--- config.mk ---
export PLATFORM = sky130hd
export DESIGN_NAME = rc_datagram_receiver
export DESIGN_NICKNAME = d
export VERILOG_FILES = /design/src/rtl/core/rcdr_pkg.sv /design/src/rtl/core/rcdr_in_reg.sv /design/src/rtl/core/rcdr_frame.sv /design/src/rtl/core/rc_datagram_receiver.sv
export SDC_FILE = /design/constraint.sdc
export NUM_CORES = 1
export LEC_CHECK = 0
export ABC_AREA = 1
export BUFFER_PORTS_ARGS = -buffer_cell sky130_fd_sc_hd__buf_4
export CAP_MARGIN = 15
export CELL_PAD_IN_SITES_DETAIL_PLACEMENT = 1
export CELL_PAD_IN_SITES_GLOBAL_PLACEMENT = 1
export CORE_ASPECT_RATIO = 0.8
export CORE_MARGIN = 2
export CORE_UTILIZATION = 49
export CTS_BUF_LIST = sky130_fd_sc_hd__clkbuf_4
export DETAILED_ROUTE_END_ITERATION = 8
export GPL_TIMING_DRIVEN = 0
export PLACE_DENSITY = 0.86
export SYNTH_ARGS = -nofsm -noshare
export SYNTH_HDL_FRONTEND = slang
export SYNTH_HIERARCHICAL = 1
export SYNTH_SLANG_ARGS = --single-unit
--- constraint.sdc ---
create_clock -name clk -period 14.1 [get_ports clk]
set_input_delay 2.82 -clock clk [delete_from_list [all_inputs] [get_ports clk]]
set_output_delay 2.82 -clock clk [all_outputs]
set_load 0.005 [all_outputs]
--- src/rtl/core/rcdr_pkg.sv ---
// Shared constants and types for the remote-control datagram receiver.
package rcdr_pkg;

	// Framing
	localparam logic [5:0] POS_IDLE      = 6'd32;
	localparam logic [5:0] POS_LAST      = 6'd31;
	localparam logic [5:0] ANALOG_FIRST  = 6'd4;
	localparam logic [5:0] DIGITAL_FIRST = 6'd12;
	localparam int unsigned DIGITAL_BYTES = 8;

	// Header, type and subtype
	localparam logic [7:0] HEADER0    = 8'hdf;
	localparam logic [7:0] HEADER1    = 8'h81;
	localparam logic [7:0] TYPE_OK    = 8'h00;
	localparam logic [7:0] SUBTYPE_OK = 8'h11;

	// Status codes
	localparam logic [2:0] ST_OK      = 3'd0;
	localparam logic [2:0] ST_HEADER  = 3'd1;
	localparam logic [2:0] ST_CHECK   = 3'd2;
	localparam logic [2:0] ST_TYPE    = 3'd3;
	localparam logic [2:0] ST_SUBTYPE = 3'd4;

	// One received byte
	typedef struct packed {
		logic [7:0] data_byte;
		logic       first_byte;
	} rcdr_item_t;

	// One status report; analog[0] is channel 1
	typedef struct packed {
		logic [2:0]        status;
		logic [3:0][15:0]  analog;
		logic [63:0]       digital;
	} rcdr_result_t;

endpackage

--- src/rtl/core/rcdr_in_reg.sv ---
// Input register stage: holds one accepted byte until the frame logic takes it.
module rcdr_in_reg (
	input  logic               clk,
	input  logic               arst_n,
	input  logic               in_valid,
	output logic               in_ready,
	input  rcdr_pkg::rcdr_item_t in_item,
	input  logic               take,
	output logic               valid_s1,
	output rcdr_pkg::rcdr_item_t item_s1
);
	import rcdr_pkg::*;

	// room when empty or the held byte moves on this cycle
	assign in_ready = !valid_s1 || take;

	// valid flag
	always_ff @(posedge clk or negedge arst_n) begin
		if (!arst_n) begin
			valid_s1 <= 1'b0;
		end else if (in_ready) begin
			valid_s1 <= in_valid;
		end
	end

	// payload
	always_ff @(posedge clk) begin
		if (in_valid && in_ready) begin
			item_s1 <= in_item;
		end
	end

endmodule

--- src/rtl/core/rcdr_frame.sv ---
// Frame tracking: byte position, check sums, header checks, channel capture and commit.
module rcdr_frame (
	input  logic                 clk,
	input  logic                 arst_n,
	input  logic                 step,
	input  rcdr_pkg::rcdr_item_t item,
	input  logic [15:0]          idle_value,
	output logic                 res_valid,
	output rcdr_pkg::rcdr_result_t res
);
	import rcdr_pkg::*;

	logic [5:0]        pos_q;
	logic [7:0]        even_q;
	logic [7:0]        odd_q;
	logic [2:0]        fault_q;
	logic [63:0]       pend_analog_q;
	logic [63:0]       pend_digital_q;
	logic [3:0][15:0]  stored_analog_q;
	logic [63:0]       stored_digital_q;
	logic              loaded_q;

	logic [5:0]        pos_cur;
	logic [5:0]        pos_nxt;
	logic              active;
	logic              last;
	logic [7:0]        even_nxt;
	logic [7:0]        odd_nxt;
	logic [2:0]        fault_cur;
	logic [2:0]        fault_nxt;
	logic [63:0]       pend_analog_nxt;
	logic [63:0]       pend_digital_nxt;
	logic [2:0]        status_nxt;
	logic              report;
	logic              commit;
	logic [3:0][15:0]  analog_nxt;
	logic [63:0]       digital_nxt;
	logic              loaded_nxt;

	// absorb one byte
	always_comb begin
		pos_cur          = item.first_byte ? '0 : pos_q;
		active           = !pos_cur[5];
		last             = (pos_cur == POS_LAST);
		even_nxt         = item.first_byte ? '0 : even_q;
		odd_nxt          = item.first_byte ? '0 : odd_q;
		fault_cur        = item.first_byte ? ST_OK : fault_q;
		fault_nxt        = fault_cur;
		pend_analog_nxt  = pend_analog_q;
		pend_digital_nxt = pend_digital_q;
		pos_nxt          = pos_cur;

		if (active) begin
			if (pos_cur[0]) begin
				odd_nxt = odd_nxt ^ item.data_byte;
			end else begin
				even_nxt = even_nxt ^ item.data_byte;
			end
			if (pos_cur == 6'd0 && item.data_byte != HEADER0) begin
				fault_nxt = ST_HEADER;
			end
			if (pos_cur == 6'd1 && item.data_byte != HEADER1) begin
				fault_nxt = ST_HEADER;
			end
			if (pos_cur == 6'd2 && fault_cur == ST_OK && item.data_byte != TYPE_OK) begin
				fault_nxt = ST_TYPE;
			end
			if (pos_cur == 6'd3 && fault_cur == ST_OK && item.data_byte != SUBTYPE_OK) begin
				fault_nxt = ST_SUBTYPE;
			end
			// analog bytes shift in big-endian
			if (pos_cur >= ANALOG_FIRST && pos_cur < DIGITAL_FIRST) begin
				pend_analog_nxt = {pend_analog_q[55:0], item.data_byte};
			end
			// digital bytes land little-endian
			for (int k = 0; k < DIGITAL_BYTES; k++) begin
				if (pos_cur == DIGITAL_FIRST + 6'(k)) begin
					pend_digital_nxt[8*k +: 8] = item.data_byte;
				end
			end
			pos_nxt = last ? POS_IDLE : pos_cur + 6'd1;
		end
	end

	// verdict and commit on the last byte
	always_comb begin
		if (fault_nxt == ST_HEADER) begin
			status_nxt = ST_HEADER;
		end else if (even_nxt != 8'd0 || odd_nxt != 8'd0) begin
			status_nxt = ST_CHECK;
		end else begin
			status_nxt = fault_nxt;
		end
		report = step && active && last;
		commit = report && (status_nxt == ST_OK);
		if (commit) begin
			for (int i = 0; i < 4; i++) begin
				analog_nxt[i] = pend_analog_nxt[16*(3-i) +: 16];
			end
			digital_nxt = pend_digital_nxt;
			loaded_nxt  = 1'b1;
		end else begin
			analog_nxt  = stored_analog_q;
			digital_nxt = stored_digital_q;
			loaded_nxt  = loaded_q;
		end
	end

	// control and stored-channel state
	always_ff @(posedge clk or negedge arst_n) begin
		if (!arst_n) begin
			pos_q            <= POS_IDLE;
			even_q           <= '0;
			odd_q            <= '0;
			fault_q          <= ST_OK;
			stored_analog_q  <= '0;
			stored_digital_q <= '0;
			loaded_q         <= 1'b0;
			res_valid        <= 1'b0;
		end else begin
			res_valid <= report;
			if (step) begin
				pos_q            <= pos_nxt;
				even_q           <= even_nxt;
				odd_q            <= odd_nxt;
				fault_q          <= fault_nxt;
				stored_analog_q  <= analog_nxt;
				stored_digital_q <= digital_nxt;
				loaded_q         <= loaded_nxt;
			end
		end
	end

	// pending capture; the report payload loads only on the last byte
	always_ff @(posedge clk) begin
		if (step) begin
			pend_analog_q  <= pend_analog_nxt;
			pend_digital_q <= pend_digital_nxt;
		end
		if (report) begin
			res.status     <= status_nxt;
			for (int i = 0; i < 4; i++) begin
				res.analog[i] <= loaded_nxt ? analog_nxt[i] : idle_value;
			end
			res.digital    <= digital_nxt;
		end
	end

endmodule

--- src/rtl/core/rc_datagram_receiver.sv ---
// Top level of the remote-control datagram receiver.
// The report for byte 31 goes through the input register, result register and out_valid flag.
// Throughput: one byte per cycle; bytes stall only while a finished report waits for out_ready.
// A report holds its place in the result register while the next bytes are taken.
// Reset (arst_n low, asynchronous): framing idle, check sums and faults cleared,
// stored channels zero, idle analog value zero, no report pending.
module rc_datagram_receiver (
	input  logic        clk,
	input  logic        arst_n,
	input  logic        in_valid,
	output logic        in_ready,
	input  logic [7:0]  data_byte,
	input  logic        first_byte,
	output logic        out_valid,
	input  logic        out_ready,
	output logic [2:0]  status,
	output logic [15:0] analog_ch1,
	output logic [15:0] analog_ch2,
	output logic [15:0] analog_ch3,
	output logic [15:0] analog_ch4,
	output logic [63:0] digital_bits,
	input  logic        cfg_valid,
	output logic        cfg_ready,
	input  logic [15:0] cfg_data
);
	import rcdr_pkg::*;

	rcdr_item_t   in_item;
	rcdr_item_t   item_s1;
	logic         valid_s1;
	logic         take;
	logic         step;
	logic         res_valid;
	rcdr_result_t res;
	logic [15:0]  idle_value_q;
	logic         out_valid_q;

	assign in_item.data_byte  = data_byte;
	assign in_item.first_byte = first_byte;

	// byte moves into the frame logic when the result register can take a report
	assign take = !out_valid_q || out_ready;
	assign step = valid_s1 && take;

	rcdr_in_reg u_in_reg (
		.clk      (clk),
		.arst_n   (arst_n),
		.in_valid (in_valid),
		.in_ready (in_ready),
		.in_item  (in_item),
		.take     (take),
		.valid_s1 (valid_s1),
		.item_s1  (item_s1)
	);

	rcdr_frame u_frame (
		.clk        (clk),
		.arst_n     (arst_n),
		.step       (step),
		.item       (item_s1),
		.idle_value (idle_value_q),
		.res_valid  (res_valid),
		.res        (res)
	);

	// result register valid flag
	always_ff @(posedge clk or negedge arst_n) begin
		if (!arst_n) begin
			out_valid_q <= 1'b0;
		end else if (res_valid) begin
			out_valid_q <= 1'b1;
		end else if (out_ready) begin
			out_valid_q <= 1'b0;
		end
	end

	// configuration register, always ready
	assign cfg_ready = 1'b1;
	always_ff @(posedge clk or negedge arst_n) begin
		if (!arst_n) begin
			idle_value_q <= '0;
		end else if (cfg_valid) begin
			idle_value_q <= cfg_data;
		end
	end

	assign out_valid    = out_valid_q;
	assign status       = res.status;
	assign analog_ch1   = res.analog[0];
	assign analog_ch2   = res.analog[1];
	assign analog_ch3   = res.analog[2];
	assign analog_ch4   = res.analog[3];
	assign digital_bits = res.digital;

endmodule

### After elaboration in Yosys (flattened, before gate mapping)

Index checks and enable logic that the tools add are counted.

* input port bits: 30
* output and inout port bits: 134
* register bits: 441

* eq/ne operators: 16
* order comparisons: 2
* muxes and demuxes: 37
* bitwise gates (word level): 2
* reductions and logical operators: 25
* add/sub/neg operators: 1

Operator list (count)
* 64-bit two-way mux: 5
* 8-bit two-way mux: 14
* 16-bit two-way mux: 4
* 6-bit by 5-bit == test with 1-bit output (second input constant): 5
* 6-bit by 4-bit == test with 1-bit output (second input constant): 4
* 3-bit two-way mux: 8
* 8-bit nonzero test: 3
* 6-bit two-way mux: 3
* 8-bit != test (second input constant): 2
* 8-bit XOR: 2
* 6-bit by 2-bit == test with 1-bit output (second input constant): 2
* 1-bit logical AND: 12
* 8-bit by 5-bit != test with 1-bit output (second input constant): 1
* 6-bit by 1-bit adder with 6-bit output (second input constant): 1
* 6-bit by 1-bit == test with 1-bit output (second input constant): 1
* 6-bit by 3-bit >= comparator with 1-bit output (second input constant): 1
* 3-bit logical NOT: 2
* 6-bit logical NOT: 1
* 6-bit by 4-bit < comparator with 1-bit output (second input constant): 1
* 3-bit by 1-bit == test with 1-bit output (second input constant): 1
* 1-bit logical NOT: 3
* 1-bit logical OR: 3
* 1-bit two-way mux: 3
* 2-bit nonzero test: 1

### Longest topological paths before layout

* depth after elaboration: 14
* mapped depth: 18
* depth with buffers taken out: 15

### By module

Netlist, hierarchy kept.

Modules (own cells, without submodules)
* rcdr_frame: cells each 1666, instances 1, area an instance 17177.7 um^2
* rc_datagram_receiver: cells each 76, instances 1, area an instance 709.4 um^2
* rcdr_in_reg: cells each 15, instances 1, area an instance 315.3 um^2

### Worst setup path after synthesis

OpenSTA, ideal clock, no wires.

* kind: input -> register
* start point: input out_ready
* end point: register, netlist name u_frame/res[0]
* cell stages on the path: 4
* arrival: 12.374 ns
* path slack: 1.245 ns
* data required time: 13.619 ns
* buffers on the path: 0
* cells stage by stage: inv_1 a21oi_1 nand2_1 inv_1

* longest elaborated chain between the ends: 4

Ends and longest elaborated chain
* from (decl): line rc_datagram_receiver.sv:15 `input logic out_ready,`
* 1-bit logical OR: line rc_datagram_receiver.sv:42 `assign take = !out_valid_q || out_ready;`
* 1-bit logical AND: line rc_datagram_receiver.sv:43 `assign step = valid_s1 && take;`
* via step: line rc_datagram_receiver.sv:32 `logic step;`
* 1-bit logical AND (2 in a row): line rcdr_frame.sv:94 `report = step && active && last;`
* via u_frame.report: line rcdr_frame.sv:34 `logic report;`

The timed path passes the listed nets, and every way through them passes these cells.
A chain may end at the register's enable or synchronous reset.

### Final worst setup path

* start point: input out_ready
* end point: output in_ready

* longest elaborated chain between the ends: 2

Ends and longest elaborated chain
* 1-bit logical OR: line rc_datagram_receiver.sv:42
* via take: line rc_datagram_receiver.sv:31 `logic take;`
* 1-bit logical OR: line rcdr_in_reg.sv:15 `assign in_ready = !valid_s1 || take;`
* to (decl): line rc_datagram_receiver.sv:11 `output logic in_ready,`

The timed path passes the listed nets, and every way through them passes these cells.

==> summary.txt <==
Hold path
  – Worst hold path type: reg -> reg
  – Hold-critical path depth: 2
  – WHS Endpoint: out_valid
  – Worst Hold Launch: u_frame/res_valid

STA
  – RSZ-0062 raised after global routing: false
  – Max Fclk: 160 MHz
  – Worst slew pin tran: 0.932 ns
  – Final setup fails: 0
  – Final Max Tran Viols: 0
  – Setup TNS: 0 ns
  – Clock period minus worst slack: 6.23 ns
  – Clock skew: 0.0639 ns
  – Final Hold Viols: 0
  – Rel. slew slack: 37.8%
  – Hold_ws: 0.463 ns
  – Final period util: 44.2%

Synthesis
  – Seq/Total Area, Yosys: 68.0%
  – Yosys reg bits: 441
  – Synth Cell Area: 0.0182 sq mm
  – Post-Synthesis Cells: 1757
  – Largest family of logic cells by synthesized area: simple AND/OR/NAND/NOR gates
  – Synth Area in Compound Gates: 8.63%
  – Post-Synth Adder-Cell Area: 0.0687%
  – Mux contribution to synthesized area: 0.495%
  – Post-synthesis net count: 1788
  – Mean Syn Cell Area: 10.4 sq um
  – Synth Area in Simple Gates: 17.0%
  – Synth Warn #: 6
  – Post-synthesis xor/xnor area fraction: 0%
  – Cell variety after synth: 35

Place
  – Post-Place Cells: 2413
  – Placed cell area: 0.0202 sq mm
  – Port Buffers: 162
  – RD Place Congestion: 0.883
  – Post-detail-place hpwl: 37100 microns

Setup path
  – Setup slack, reg-to-reg: 10.24 ns
  – Arr. time, crit path: 3.41 ns
  – CP peak stage delay: 0.14 ns
  – Startpoint Class: primary input
  – R2R cell count: 14
  – Critical path class: in -> out
  – RR Endpoint: u_frame/res[72]
  – Critical-path cell list: buf_4 -> inv_1 -> nand2_1 -> inv_1 -> nand2_1 -> buf_4
  – Slowest-stage cell, CP: buf_4
  – Crit. End Element: primary output
  – Worst reg2reg startpoint: u_in_reg/item_s1[2]
  – Worst-path fanout max: 2
  – CP required: 11.28 ns

Layout
  – Filler cells: 4069
  – Storage cell area: 0.0124 sq mm
  – Post-route cell area: 0.0217 sq mm
  – Share of cells above drive strength 1: 20.5%
  – Area of the multi-input gates: 0.00479 sq mm
  – Area Overhead vs Synth: 19.5%
  – Commonest non-fill, non-tap cell in the layout: nand2_1
  – Final non-filler cell total: 2622
  – Most frequent cells in the layout: 586 x nand2_1, 268 x edfxtp_1, 172 x clkbuf_4, 172 x dfrtp_1, 166 x buf_4
  – Nets@finish: 2068

Routing
  – Met3 WL post-DR: 4030 microns
  – DR WL/cell: 21.2 microns
  – Vias/cell: 5.54
  – Residual DRC: 0
  – WL met2: 26400 microns
  – DR top layer: met5
  – Routed vias: 14500
  – Final ANT Viol Nets: 0
  – WL final: 55600 microns
  – Initial drt markers: 1299
  – M1 WL: 23600 microns
  – First-pass detailed-route iteration total: 5

Clocking
  – Post-CTS sizing: 0
  – Root buf cell: clkbuf_4
  – Clock transition at path regs: 0.07 ns
  – Total number of H-tree levels: 3
  – Post-CTS Repair Setup Buffers: 0
  – CTS tree: done
  – # hold bufs at CTS: 0
  – CTS max path bufs: 3
  – CTS Buf Count: 109
  – Clock sink count: 441
  – Clk_lat worst skew: 0.79 ns

GRT
  – Remaining Overflow, GRT: 0
  – Initial antenna violation count: 2
  – Vias in the first global route: 15400
  – Total GRT Usage: 29.1%
  – First-pass GRT wire length: 85400 microns
  – Largest net degree at the start of global routing: 112

Pwr
  – VDD IR-drop max: 0.0633 mV
  – Pwr/cell area: 130 mW/mm^2
  – Leak: 9.87 nW
  – Total Power: 0.00282 W

Die
  – Core box area: 0.0368 sq mm
  – Die H: 176 microns
  – Top Ports: 164
  – Die Wd: 219 microns
  – Die Area: 0.0387 sq mm
  – Row count: 63
  – Initial core utilization: 49.4%

Run
  – Maxcap violations: 0

Run status
  – Status: finished, final reports clean
## cell families after synthesis
kind of cell | after synthesis
AO/OA/AOI/OAI | 299
AND/OR/NAND/NOR | 761
adder cells (fa/ha/maj) | 1
multiplexers | 8
other | 1
buffers and inverters | 246
flip-flops | 441
## cell usage after synthesis, drive strengths merged
cell / number / share of area [%]
o21a: 16 / 0.66
clkinv: 1 / 0.021
nand3b: 3 / 0.12
mux2: 8 / 0.49
dfstp: 1 / 0.14
nand3: 31 / 0.88
a32oi: 1 / 0.048
a22oi: 1 / 0.041
a21oi: 29 / 0.80
nor3: 3 / 0.11
o32ai: 1 / 0.048
dfrtp: 172 / 24
edfxtp: 268 / 44
a31oi: 1 / 0.034
ha: 1 / 0.069
nand2: 590 / 12
clkbuf: 47 / 1.0
o21ai: 249 / 7.0
nor2: 68 / 1.4
nand4: 66 / 2.3
inv: 146 / 3.0
conb: 1 / 0.021
o22ai: 1 / 0.034
buf: 52 / 1.7
## registers in the layout (all words and copies together) (netlist names)
signal,cells
u_frame/res,131
idle_value_q,16
u_frame/pend_analog_q,64
u_frame/stored_analog_q,64
u_frame/pend_digital_q,64
u_frame/fault_q,3
u_frame/loaded_q,1
u_frame/stored_digital_q,64
out_valid,1
u_frame/even_q,8
u_in_reg/valid_s1,1
u_in_reg/item_s1,9
u_frame/odd_q,8
u_frame/res_valid,1
u_frame/pos_q,6
## worst max path at each step
stage               from  slack [ns]         endpoint
2_1_floorplan  out_ready        1.25   u_frame/res[0]
3_3_place_gp   out_ready       -3.55  u_frame/res[75]
3_5_place_dp   out_ready        7.85         in_ready
4_1_cts        out_ready        7.85         in_ready
5_1_grt        out_ready        7.82         in_ready
6_report       out_ready        7.87         in_ready
## critical path, delay by kind of cell
kind / cells / cell delay [ns]
buffers and inverters: 4 / 0.44
and+or+nand+nor: 2 / 0.15
## power breakdown
| group | internal [W] | total, W | leakage, nW | switching (W) |
|---|---|---|---|---|
| Combinational | 0.0000617 | 0.000221 | 4.37 | 0.000159 |
| Clock | 0.000610 | 0.00114 | 0.901 | 0.000530 |
| Sequential | 0.00143 | 0.00146 | 4.60 | 0.0000281 |
| Total | 0.00210 | 0.00282 | 9.87 | 0.000717 |
## metal layers
metal | track usage [%] | up-vias
met5 | 0 | -
met4 | 10.8 | 2
met3 | 5.94 | 133
met2 | 46.9 | 570
met1 | 39.1 | 7289
li1 | - | 6521
## layout make-up
cell class | instances | share of cell area, %
Inverter | 147 | 2.56
Antenna cell | 4 | 0.0460
Tap cell | 487 | 2.80
Clock inverter | 33 | 1.01
Sequential cell | 441 | 56.9
Clock buffer | 172 | 5.94
Buffer | 99 | 2.26
Multi-Input combinational cell | 1070 | 22.0
Timing Repair Buffer | 169 | 6.44
## stage by stage
stage	utilization (%)	worst slack, ns
after global routing	59.1	7.82
after global placement	54.4	-3.55
after floorplan	-	1.25
after detailed placement	55.0	7.85
after CTS	59.1	7.85
final	59.1	7.87
(Power assumes the default switching activity.)
